### config.mk
export PLATFORM = sky130hd
export DESIGN_NAME = diff_drive_odometry_core
export DESIGN_NICKNAME = d
export VERILOG_FILES = /design/src/ddo_pkg.sv /design/src/diff_drive_odometry_core.sv
export SDC_FILE = /design/constraint.sdc
export NUM_CORES = 2
export LEC_CHECK = 0
export BUFFER_PORTS_ARGS = -buffer_cell sky130_fd_sc_hd__buf_4
export CORE_AREA = 2 2 464 466
export CTS_CLUSTER_SIZE = 40
export DETAILED_ROUTE_END_ITERATION = 10
export DIE_AREA = 0 0 466 468
export GPL_ROUTABILITY_DRIVEN = 1
export GPL_TIMING_DRIVEN = 0
export PLACE_DENSITY_LB_ADDON = 0.3
export SLEW_MARGIN = 20
export SYNTH_ARGS = -nofsm -noshare
export SYNTH_HDL_FRONTEND = slang
export SYNTH_SLANG_ARGS = --single-unit
### constraint.sdc
create_clock -name clk -period 15.4 [get_ports clk]
set_input_delay 3.08 -clock clk [delete_from_list [all_inputs] [get_ports clk]]
set_output_delay 3.08 -clock clk [all_outputs]
set_load 0.05 [all_outputs]
### src/ddo_pkg.sv
// ----------------------------------------------------------------------------
// ddo_pkg
// Types and constants of the differential drive odometry block.
// ----------------------------------------------------------------------------
`default_nettype none

package ddo_pkg;

  localparam logic [31:0] ANG_PER_RAD = 32'd683565276;
  localparam logic [31:0] PIHALF_Q30  = 32'd1686629713;
  localparam logic [31:0] ONE_Q30     = 32'h4000_0000;
  localparam logic [31:0] US_PER_S    = 32'd1000000;

  localparam logic [18:0] WHEEL_BASE_RST  = 19'd9830;
  localparam logic [30:0] SMALL_ANGLE_RST = 31'd23860929;

  typedef enum logic [0:0] {
    REG_WHEEL_BASE  = 1'b0,
    REG_SMALL_ANGLE = 1'b1
  } cfg_reg_t;

  typedef enum logic [4:0] {
    ST_IDLE   = 5'b00001,
    ST_ISSUE  = 5'b00010,
    ST_WAIT   = 5'b00100,
    ST_WB     = 5'b01000,
    ST_FINISH = 5'b10000
  } state_t;

  typedef enum logic [4:0] {
    S_ANG_MUL, S_ANG_DIV, S_X, S_X2,
    S_SD0, S_SM1, S_SD1, S_SM2, S_SD2, S_SM3, S_SD3, S_SX,
    S_CD0, S_CM1, S_CD1, S_CM2, S_CD2, S_CM3, S_CD3, S_CM4, S_CD4,
    S_STR_X, S_STR_Y, S_ARC_R, S_ARC_RQ, S_ARC_X, S_ARC_Y,
    S_SPD_MUL, S_SPD_DIV, S_RT_DEN, S_RT_MUL, S_RT_DIV
  } step_t;

endpackage

`default_nettype wire

### src/diff_drive_odometry_core.sv
// ----------------------------------------------------------------------------
// diff_drive_odometry_core
// Wheel odometry for a differential drive: pose, speed and turn rate.
//
// Input channel (in_valid/in_stall) carries one tick of left and right wheel
// travel and the tick length; each transfer yields exactly one result on the
// output channel (out_valid/out_stall): pose, heading, speed and turn rate.
// Configuration registers are written through cfg_we/cfg_index/cfg_data,
// by the user only while the block is idle; the block does not enforce it.
// One tick is worked through a sequencer driving a shared 4-bit-digit
// multiplier and a shared radix-2 divider. The result is registered once
// the last step of the straight or the arc path is done; one tick is in
// work at a time.
// The result sits in an output register, so a new tick is taken while it
// waits; out_stall only holds that register, and a finished tick that
// finds it still occupied waits in place.
// Reset (rst, synchronous) clears the pose, loads the register defaults
// and empties the output register.
// ----------------------------------------------------------------------------
`default_nettype none

module diff_drive_odometry_core (
  input  logic                  clk,
  input  logic                  rst,
  input  logic                  in_valid,
  output logic                  in_stall,
  input  logic signed [31:0]    left_dist,
  input  logic signed [31:0]    right_dist,
  input  logic        [19:0]    tick_time_us,
  input  logic                  cfg_we,
  input  ddo_pkg::cfg_reg_t     cfg_index,
  input  logic        [30:0]    cfg_data,
  output logic                  out_valid,
  input  logic                  out_stall,
  output logic signed [47:0]    pos_x,
  output logic signed [47:0]    pos_y,
  output logic signed [31:0]    heading,
  output logic signed [31:0]    speed,
  output logic signed [31:0]    turn_rate
);
  import ddo_pkg::*;

  function automatic logic [31:0] mag32(input logic [31:0] v);
    mag32 = v[31] ? (32'd0 - v) : v;
  endfunction

  function automatic logic [31:0] sat32(input logic [71:0] q, input logic neg);
    logic big;
    big = |q[71:31];
    if (neg) begin
      sat32 = big ? 32'h8000_0000 : (32'd0 - q[31:0]);
    end else begin
      sat32 = big ? 32'h7FFF_FFFF : q[31:0];
    end
  endfunction

  state_t       state;
  step_t        pc;
  logic         pass;
  logic         straight;

  logic [18:0]  wheel_base;
  logic [30:0]  small_angle_limit;
  logic [47:0]  acc_x;
  logic [47:0]  acc_y;
  logic [31:0]  acc_heading;

  logic [32:0]  usum;
  logic [32:0]  udiff;
  logic         sum_neg;
  logic         diff_neg;
  logic         diff_zero;
  logic [19:0]  dt;

  logic [31:0]  dth;
  logic [31:0]  x;
  logic [31:0]  x2;
  logic [31:0]  t;
  logic [31:0]  smag;
  logic [31:0]  s0;
  logic [31:0]  c0;
  logic [31:0]  s1;
  logic [31:0]  c1;
  logic [63:0]  rq;
  logic [38:0]  den;
  logic [47:0]  dx;
  logic [47:0]  dy;
  logic [31:0]  speed_r;
  logic [31:0]  rate_r;

  logic [63:0]  ma;
  logic [63:0]  mhi;
  logic [31:0]  mlo;
  logic [71:0]  dq;
  logic [39:0]  drem;
  logic [39:0]  dden;
  logic [6:0]   cnt;
  logic         op_div;

  logic         accept;
  logic [18:0]  wb;
  logic signed [32:0] sum_in;
  logic signed [32:0] diff_in;

  assign in_stall = (state != ST_IDLE);
  assign accept   = in_valid && !in_stall;
  assign wb       = (wheel_base == 19'd0) ? 19'd1 : wheel_base;
  assign sum_in   = 33'(left_dist) + 33'(right_dist);
  assign diff_in  = 33'(right_dist) - 33'(left_dist);

  // quadrant reduction of the angle under evaluation
  logic [31:0] ang;
  logic [31:0] ang_sh;
  logic [1:0]  ang_q;
  logic [31:0] ang_r;
  logic        ang_rneg;
  logic [31:0] ang_ar;

  assign ang      = pass ? (acc_heading + dth) : acc_heading;
  assign ang_sh   = ang + 32'h2000_0000;
  assign ang_q    = ang_sh[31:30];
  assign ang_r    = ang - {ang_q, 30'b0};
  assign ang_rneg = ang_r[31];
  assign ang_ar   = ang_rneg ? (32'd0 - ang_r) : ang_r;

  logic [95:0] prod;
  logic [33:0] rnd30_w;
  logic [31:0] rnd30;
  logic [31:0] tq;
  logic [47:0] mag31;
  logic [47:0] mag43;

  assign prod    = {mhi, mlo};
  assign rnd30_w = prod[63:30] + {33'b0, prod[29]};
  assign rnd30   = rnd30_w[31:0];
  assign tq      = ONE_Q30 - dq[31:0];
  assign mag31   = prod[78:31] + {47'b0, prod[30]};
  assign mag43   = prod[90:43] + {47'b0, prod[42]};

  logic [32:0] ex;
  logic [32:0] ey;
  logic [32:0] ex_abs;
  logic [32:0] ey_abs;
  logic        rneg;

  assign ex     = {s1[31], s1} - {s0[31], s0};
  assign ey     = {c0[31], c0} - {c1[31], c1};
  assign ex_abs = ex[32] ? (33'd0 - ex) : ex;
  assign ey_abs = ey[32] ? (33'd0 - ey) : ey;
  assign rneg   = sum_neg ^ diff_neg;

  logic [31:0] sval;
  logic [31:0] sc_s;
  logic [31:0] sc_c;

  assign sval = ang_rneg ? (32'd0 - smag) : smag;

  always_comb begin
    unique case (ang_q)
      2'd0: begin
        sc_s = sval;
        sc_c = tq;
      end
      2'd1: begin
        sc_s = tq;
        sc_c = 32'd0 - sval;
      end
      2'd2: begin
        sc_s = 32'd0 - sval;
        sc_c = 32'd0 - tq;
      end
      default: begin
        sc_s = 32'd0 - tq;
        sc_c = sval;
      end
    endcase
  end

  // operands of the step being issued
  logic        iss_div;
  logic        iss_long;
  logic [63:0] iss_a;
  logic [31:0] iss_b;
  logic [71:0] iss_n;
  logic [39:0] iss_d;

  always_comb begin
    iss_div  = 1'b0;
    iss_long = 1'b0;
    iss_a    = '0;
    iss_b    = '0;
    iss_n    = '0;
    iss_d    = '0;
    unique case (pc)
      S_ANG_MUL: begin
        iss_a = 64'(udiff);
        iss_b = ANG_PER_RAD;
      end
      S_ANG_DIV: begin
        iss_div  = 1'b1;
        iss_long = 1'b1;
        iss_n    = prod[71:0] + 72'(wb[18:1]);
        iss_d    = 40'(wb);
      end
      S_X: begin
        iss_a = 64'(ang_ar);
        iss_b = PIHALF_Q30;
      end
      S_X2: begin
        iss_a = 64'(x);
        iss_b = x;
      end
      S_SD0: begin
        iss_div = 1'b1;
        iss_n   = 72'(x2);
        iss_d   = 40'd72;
      end
      S_SD1: begin
        iss_div = 1'b1;
        iss_n   = 72'(rnd30);
        iss_d   = 40'd42;
      end
      S_SD2: begin
        iss_div = 1'b1;
        iss_n   = 72'(rnd30);
        iss_d   = 40'd20;
      end
      S_SD3: begin
        iss_div = 1'b1;
        iss_n   = 72'(rnd30);
        iss_d   = 40'd6;
      end
      S_SM1, S_SM2, S_SM3, S_CM1, S_CM2, S_CM3, S_CM4: begin
        iss_a = 64'(x2);
        iss_b = t;
      end
      S_SX: begin
        iss_a = 64'(x);
        iss_b = t;
      end
      S_CD0: begin
        iss_div = 1'b1;
        iss_n   = 72'(x2);
        iss_d   = 40'd90;
      end
      S_CD1: begin
        iss_div = 1'b1;
        iss_n   = 72'(rnd30);
        iss_d   = 40'd56;
      end
      S_CD2: begin
        iss_div = 1'b1;
        iss_n   = 72'(rnd30);
        iss_d   = 40'd30;
      end
      S_CD3: begin
        iss_div = 1'b1;
        iss_n   = 72'(rnd30);
        iss_d   = 40'd12;
      end
      S_CD4: begin
        iss_div = 1'b1;
        iss_n   = 72'(rnd30);
        iss_d   = 40'd2;
      end
      S_STR_X: begin
        iss_a = 64'(usum);
        iss_b = mag32(c0);
      end
      S_STR_Y: begin
        iss_a = 64'(usum);
        iss_b = mag32(s0);
      end
      S_ARC_R: begin
        iss_a = 64'(usum);
        iss_b = 32'(wb);
      end
      S_ARC_RQ: begin
        iss_div  = 1'b1;
        iss_long = 1'b1;
        iss_n    = {prod[59:0], 12'b0};
        iss_d    = 40'(udiff);
      end
      S_ARC_X: begin
        iss_a = rq;
        iss_b = ex_abs[31:0];
      end
      S_ARC_Y: begin
        iss_a = rq;
        iss_b = ey_abs[31:0];
      end
      S_SPD_MUL: begin
        iss_a = 64'(usum);
        iss_b = US_PER_S;
      end
      S_SPD_DIV: begin
        iss_div  = 1'b1;
        iss_long = 1'b1;
        iss_n    = prod[71:0];
        iss_d    = 40'({dt, 1'b0});
      end
      S_RT_DEN: begin
        iss_a = 64'(wb);
        iss_b = 32'(dt);
      end
      S_RT_MUL: begin
        iss_a = 64'({udiff, 16'b0});
        iss_b = US_PER_S;
      end
      S_RT_DIV: begin
        iss_div  = 1'b1;
        iss_long = 1'b1;
        iss_n    = prod[71:0];
        iss_d    = 40'(den);
      end
    endcase
  end

  // one multiplier digit and one divider bit per cycle
  logic [67:0] mpart;
  logic [67:0] mstep;
  logic [40:0] dsh;
  logic [41:0] dsub;
  logic        dge;

  assign mpart = ma * mlo[3:0];
  assign mstep = {4'b0, mhi} + mpart;
  assign dsh   = {drem, dq[71]};
  assign dsub  = {1'b0, dsh} - {2'b0, dden};
  assign dge   = !dsub[41];

  always_ff @(posedge clk) begin
    if (rst) begin
      state             <= ST_IDLE;
      pc                <= S_ANG_MUL;
      pass              <= 1'b0;
      straight          <= 1'b0;
      op_div            <= 1'b0;
      cnt               <= '0;
      out_valid         <= 1'b0;
      wheel_base        <= WHEEL_BASE_RST;
      small_angle_limit <= SMALL_ANGLE_RST;
      acc_x             <= '0;
      acc_y             <= '0;
      acc_heading       <= '0;
    end else begin
      if (cfg_we) begin
        unique case (cfg_index)
          REG_WHEEL_BASE:  wheel_base        <= cfg_data[18:0];
          REG_SMALL_ANGLE: small_angle_limit <= cfg_data;
        endcase
      end

      if (out_valid && !out_stall && state != ST_FINISH) begin
        out_valid <= 1'b0;
      end

      unique case (state)
        ST_IDLE: begin
          if (accept) begin
            usum      <= sum_in[32] ? (33'd0 - sum_in) : sum_in;
            udiff     <= diff_in[32] ? (33'd0 - diff_in) : diff_in;
            sum_neg   <= sum_in[32];
            diff_neg  <= diff_in[32];
            diff_zero <= (diff_in == 33'sd0);
            dt        <= (tick_time_us == 20'd0) ? 20'd1 : tick_time_us;
            pass      <= 1'b0;
            pc        <= S_ANG_MUL;
            state     <= ST_ISSUE;
          end
        end

        ST_ISSUE: begin
          op_div <= iss_div;
          if (iss_div) begin
            dq   <= iss_long ? iss_n : {iss_n[31:0], 40'b0};
            drem <= '0;
            dden <= iss_d;
            cnt  <= iss_long ? 7'd71 : 7'd31;
          end else begin
            ma  <= iss_a;
            mhi <= '0;
            mlo <= iss_b;
            cnt <= 7'd7;
          end
          state <= ST_WAIT;
        end

        ST_WAIT: begin
          if (op_div) begin
            drem <= dge ? dsub[39:0] : dsh[39:0];
            dq   <= {dq[70:0], dge};
          end else begin
            mhi <= mstep[67:4];
            mlo <= {mstep[3:0], mlo[31:4]};
          end
          cnt <= cnt - 7'd1;
          if (cnt == 7'd0) begin
            state <= ST_WB;
          end
        end

        ST_WB: begin
          state <= (pc == S_RT_DIV) ? ST_FINISH : ST_ISSUE;
          unique case (pc)
            S_ANG_MUL: pc <= S_ANG_DIV;
            S_ANG_DIV: begin
              dth      <= diff_neg ? (32'd0 - dq[31:0]) : dq[31:0];
              straight <= diff_zero ||
                          ((dq[71:31] == 41'd0) && (dq[30:0] < small_angle_limit));
              pc       <= S_X;
            end
            S_X: begin
              x  <= rnd30;
              pc <= S_X2;
            end
            S_X2: begin
              x2 <= rnd30;
              pc <= S_SD0;
            end
            S_SD0: begin
              t  <= tq;
              pc <= S_SM1;
            end
            S_SM1: pc <= S_SD1;
            S_SD1: begin
              t  <= tq;
              pc <= S_SM2;
            end
            S_SM2: pc <= S_SD2;
            S_SD2: begin
              t  <= tq;
              pc <= S_SM3;
            end
            S_SM3: pc <= S_SD3;
            S_SD3: begin
              t  <= tq;
              pc <= S_SX;
            end
            S_SX: begin
              smag <= rnd30;
              pc   <= S_CD0;
            end
            S_CD0: begin
              t  <= tq;
              pc <= S_CM1;
            end
            S_CM1: pc <= S_CD1;
            S_CD1: begin
              t  <= tq;
              pc <= S_CM2;
            end
            S_CM2: pc <= S_CD2;
            S_CD2: begin
              t  <= tq;
              pc <= S_CM3;
            end
            S_CM3: pc <= S_CD3;
            S_CD3: begin
              t  <= tq;
              pc <= S_CM4;
            end
            S_CM4: pc <= S_CD4;
            S_CD4: begin
              if (pass) begin
                s1 <= sc_s;
                c1 <= sc_c;
                pc <= S_ARC_R;
              end else begin
                s0 <= sc_s;
                c0 <= sc_c;
                if (straight) begin
                  pc <= S_STR_X;
                end else begin
                  pass <= 1'b1;
                  pc   <= S_X;
                end
              end
            end
            S_STR_X: begin
              dx <= (sum_neg ^ c0[31]) ? (48'd0 - mag31) : mag31;
              pc <= S_STR_Y;
            end
            S_STR_Y: begin
              dy <= (sum_neg ^ s0[31]) ? (48'd0 - mag31) : mag31;
              pc <= S_SPD_MUL;
            end
            S_ARC_R: pc <= S_ARC_RQ;
            S_ARC_RQ: begin
              rq <= dq[63:0];
              pc <= S_ARC_X;
            end
            S_ARC_X: begin
              dx <= (rneg ^ ex[32]) ? (48'd0 - mag43) : mag43;
              pc <= S_ARC_Y;
            end
            S_ARC_Y: begin
              dy <= (rneg ^ ey[32]) ? (48'd0 - mag43) : mag43;
              pc <= S_SPD_MUL;
            end
            S_SPD_MUL: pc <= S_SPD_DIV;
            S_SPD_DIV: begin
              speed_r <= sat32(dq, sum_neg);
              pc      <= S_RT_DEN;
            end
            S_RT_DEN: begin
              den <= prod[38:0];
              pc  <= S_RT_MUL;
            end
            S_RT_MUL: pc <= S_RT_DIV;
            S_RT_DIV: begin
              rate_r <= sat32(dq, diff_neg);
            end
          endcase
        end

        ST_FINISH: begin
          if (!out_valid || !out_stall) begin
            acc_x       <= acc_x + dx;
            acc_y       <= acc_y + dy;
            acc_heading <= acc_heading + dth;
            pos_x       <= acc_x + dx;
            pos_y       <= acc_y + dy;
            heading     <= acc_heading + dth;
            speed       <= speed_r;
            turn_rate   <= rate_r;
            out_valid   <= 1'b1;
            state       <= ST_IDLE;
          end
        end
      endcase
    end
  end

`ifndef SYNTH
  a_stall_after_transfer: assert property (@(posedge clk) disable iff (rst)
    accept |=> in_stall)
    else $error("input taken while a tick is in work");

  a_out_matches_pose: assert property (@(posedge clk) disable iff (rst)
    out_valid |-> (pos_x == acc_x) && (pos_y == acc_y) && (heading == acc_heading))
    else $error("output register out of step with pose");

  a_arc_pass_only_on_arc: assert property (@(posedge clk) disable iff (rst)
    pass |-> !straight)
    else $error("second angle pass on a straight tick");

  a_mul_count: assert property (@(posedge clk) disable iff (rst)
    (state == ST_WAIT && !op_div) |-> (cnt <= 7'd7))
    else $error("multiplier step count out of range");
`endif

endmodule

`default_nettype wire
==> metrics.cfg <==
[status]
status = completed

[routing]
antenna_left = 0
firstDrtPassIters = 11
wl_met1_mm = 181
drtIter0Drc = 12518
highest_layer = met5
drc = 0
wl_met3_mm = 48.2
drt-total-wl_mm = 463
vias_per_cell = 6.38
vias = 89047
met2_length_mm = 196
route.detailed.wl_per_inst_um = 33.2

[clocking]
htreeDepth = 4
cts_buffers = 154
clock_latency_ps = 880
root_buffer = clkbuf_16
cts_tree = yes
clk_pin_slew_ps = 60
ctsResizeCount = 0
clkSinkCount = 1341
clk_path_buf_depth = 3
postCtsSetupRepairBufs = 0
cts_hold_buf = 0

[sta]
timing.final.crit_share_pct = 64.2
period_needed_ps = 9880
slew_headroom_pct = 1.83
drv_slew = 0
fmax_mhz = 101
hold_violations = 0
setup_viol = 0
rsz0062_at_grt = no
finalWorstSetupSlack_ps = 5520
worstMarginPinSlew_ps = 1460
final.setup_skew_ps = 53.8

[critical_path]
r2r_slack_ps = 5520
critPathCaptureType = flop
reg2reg_depth = 22
max_stage_delay_ps = 890
worst_path_max_delay_cell = xor2_1
cp.arrival_ps = 10330
worst_r2r_endpoint = ma[5]$_DFFE_PP_
critPathLaunchType = flop
crit_required_ps = 15850
reg2reg_from = dth[11]$_DFFE_PP_
path_cells = ha_1, clkbuf_1, a21oi_1, o21ai_0, a211oi_1, nor2_1, o41ai_2, o21bai_1, a221oi_1, xnor2_1, mux2i_1, inv_1, ha_1, xnor2_1, clkbuf_1, clkbuf_1, clkbuf_1, clkbuf_1, buf_1, nor2_1, xor2_1, o21ai_0
path_common_cell = clkbuf_1
critPathKind = flop to flop
endpoint = ma[5]$_DFFE_PP_
critPathLaunch = dth[11]$_DFFE_PP_
crit_path_max_fanout = 10

[logic_synthesis]
async_flop_share_pct = 0
synth.top_cell.area_share_pct = 35.9
netlist_top_cells_area = edfxtp_1 36%, xnor2_1 5.8%, ha_1 5.7%
ys_types = 114
synthCells = 10386
synth_area_leader_cell = edfxtp_1
synth-edff-count = 1142
yosys_warnings = 0
synth_ff_type = edfxtp_1
netlist_area_sq_um = 95600
seq_area_frac_synth_pct = 40.0
synth.avg_cell_area_sq_um = 9.21
ys_ff_latch = 1341
synthesis.nets = 11141

[die]
die_x_um = 466
initial_core_util_pct = 44.8
ioPinCount = 315
dieArea_sq_um = 218000
coreArea_sq_um = 213000
dieHeight_um = 468
placementRows = 170

[cells_and_area]
fin_nets = 11710
area_growth_pct = 13.9
drive_gt1_share_pct = 7.90
fill_cells = 19877
instances_no_fill = 13948

[grt]
grt_util_all_layers_pct = 41.3
grt_pass1_wl_mm = 635
grt_pass1_vias = 82564
grt_max_degree = 32
grt-ovfl-total = 0
antenna_found_initial = 58

[place]
hpwlAfterDp_mm = 378
place_inst = 13635
io_buffers = 314
pre_cts_ws_ps = 6150
place_congestion = 1.06

[power_and_ir_drop]
p_per_area_nw_per_um2 = 90.1
power_w = 0.00981
peakVddDrop_mv = 0.129
power.leakage_nw = 41.2

[job]
cap_violations = 0

[worst_hold_path]
hold_path_class = flop to flop

[cell usage after synthesis (all sizes together), types with 82 or more instances]
| master | count |
|---|---|
| a211oi | 84 |
| nand4 | 117 |
| xor2 | 331 |
| and3 | 104 |
| a21oi | 863 |
| nand2b | 85 |
| nor3 | 240 |
| and2 | 187 |
| inv | 518 |
| dfxtp | 199 |
| nand3 | 259 |
| mux2i | 82 |
| ha | 438 |
| nor2 | 711 |
| nor4 | 88 |
| a22oi | 115 |
| nand2 | 1248 |
| xnor2 | 638 |
| o21bai | 84 |
| fa | 196 |
| or3 | 122 |
| edfxtp | 1142 |
| a31oi | 113 |
| clkbuf | 542 |
| o21ai | 625 |
| a21o | 198 |
[how the worst min path moves through the flow]
stage / startpoint / cells after the start / slack (ps) / endpoint
after floorplan: speed_r[0]$_DFFE_PP_ / 0 / 400 / speed[0]$_DFFE_PP_
after global placement: rate_r[7]$_DFFE_PP_ / 0 / 410 / turn_rate[7]$_DFFE_PP_
after detailed placement: speed_r[26]$_DFFE_PP_ / 0 / 400 / speed[26]$_DFFE_PP_
after CTS: rate_r[31]$_DFFE_PP_ / 0 / 410 / turn_rate[31]$_DFFE_PP_
after global routing: speed_r[31]$_DFFE_PP_ / 0 / 420 / speed[31]$_DFFE_PP_
final: rate_r[31]$_DFFE_PP_ / 0 / 410 / turn_rate[31]$_DFFE_PP_
[logic make-up (layout without fill, tap and decap cells)]
logic type,count (synthesis),count (layout),share of synthesized area (%)
AOI/OAI and AO/OA,2766,2766,18.5
xor gates and xnor gates,969,969,8.88
DFF,1341,1341,40.0
muxes,90,90,0.953
and+or+nand+nor,3441,3441,17.2
other,0,22,0
adders and majority gates,634,634,9.84
buffers and inverters,1145,1847,4.55
[per-stage QoR]
| stage | hold slack (ps) | TNS (ps) | area, sq um | util [%] |
|---|---|---|---|---|
| floorplan | 400 | 0 | 95600 | - |
| global placement | 405 | -66280 | 102000 | 47.6 |
| detailed placement | 405 | 0 | 103000 | 48.5 |
| CTS | 414 | 0 | 109000 | 51.0 |
| global route | 421 | 0 | 109000 | 51.0 |
| finish | 412 | 0 | 109000 | 51.0 |
[area by class of cell]
type                    instances  area (sq um)  share of cell area, %
well taps                    2838          3550                   3.26
repair buffers                413          3790                   3.48
clock buffers                 184          4020                   3.69
flip-flops and latches       1341         38300                   35.2
diodes                         22          55.1                 0.0506
inverters                     528          1980                   1.82
clock inverters               105          1380                   1.27
multi-input cells            7900         53400                   49.1
plain buffers                 617          2390                   2.20
[routing by layer]
metal  up-vias  GRT usage, %
met2      5256          61.2
met1     43876          53.6
met3      1090          9.54
met4        40          28.1
met5         -             0
li1      38785             -
[where the power goes]
group          leakage (nW)  total, W  internal, W  switching (W)
combinational          26.8   0.00173     0.000619        0.00111
clock                  2.56   0.00400      0.00229        0.00172
sequential             11.9   0.00408      0.00399      0.0000899
total                  41.2   0.00981      0.00689        0.00292
[state kept, by name (all words and copies together) (netlist names), 33 cells and up]
| register | count |
|---|---|
| dq | 72 |
| dx | 48 |
| pos_x | 48 |
| acc_y | 48 |
| dden | 39 |
| ma | 64 |
| drem | 40 |
| mhi | 64 |
| rq | 64 |
| den | 39 |
| pos_y | 48 |
| udiff | 33 |
| dy | 48 |
| acc_x | 48 |
[cells in the final DEF (no fill, tap or decap), drive strengths merged, types with 65 or more instances in the layout]
cell	synthesis	layout
clkbuf	542	728
a211oi	84	84
xnor2	638	638
a221oi	68	68
o21ai	625	625
a22oi	115	115
ha	438	438
nor2	711	711
and3	104	104
nor4	88	88
o31ai	74	74
nand3	259	259
fa	196	196
a31oi	113	113
a222oi	66	66
dfxtp	199	199
nor3	240	240
o21bai	84	84
nand2b	85	85
nand4	117	117
xor2	331	331
buf	75	486
a21o	198	198
mux2i	82	82
inv	518	531
edfxtp	1142	1142
or3	122	122
nand2	1248	1248
o21a	65	65
a21oi	863	863
and2	187	187
[worst max-delay path: cells and delay by family, from the launching register on]
kind	cells	cell delay [ps]
AO/OA/AOI/OAI	7	2770
XOR/XNOR	3	1700
adder cells (fa/ha/maj)	2	720
buffers and inverters	7	3130
flip-flops	1	440
multiplexers	1	420
AND/OR/NAND/NOR	2	260
Power figures use the tool's default switching activity.
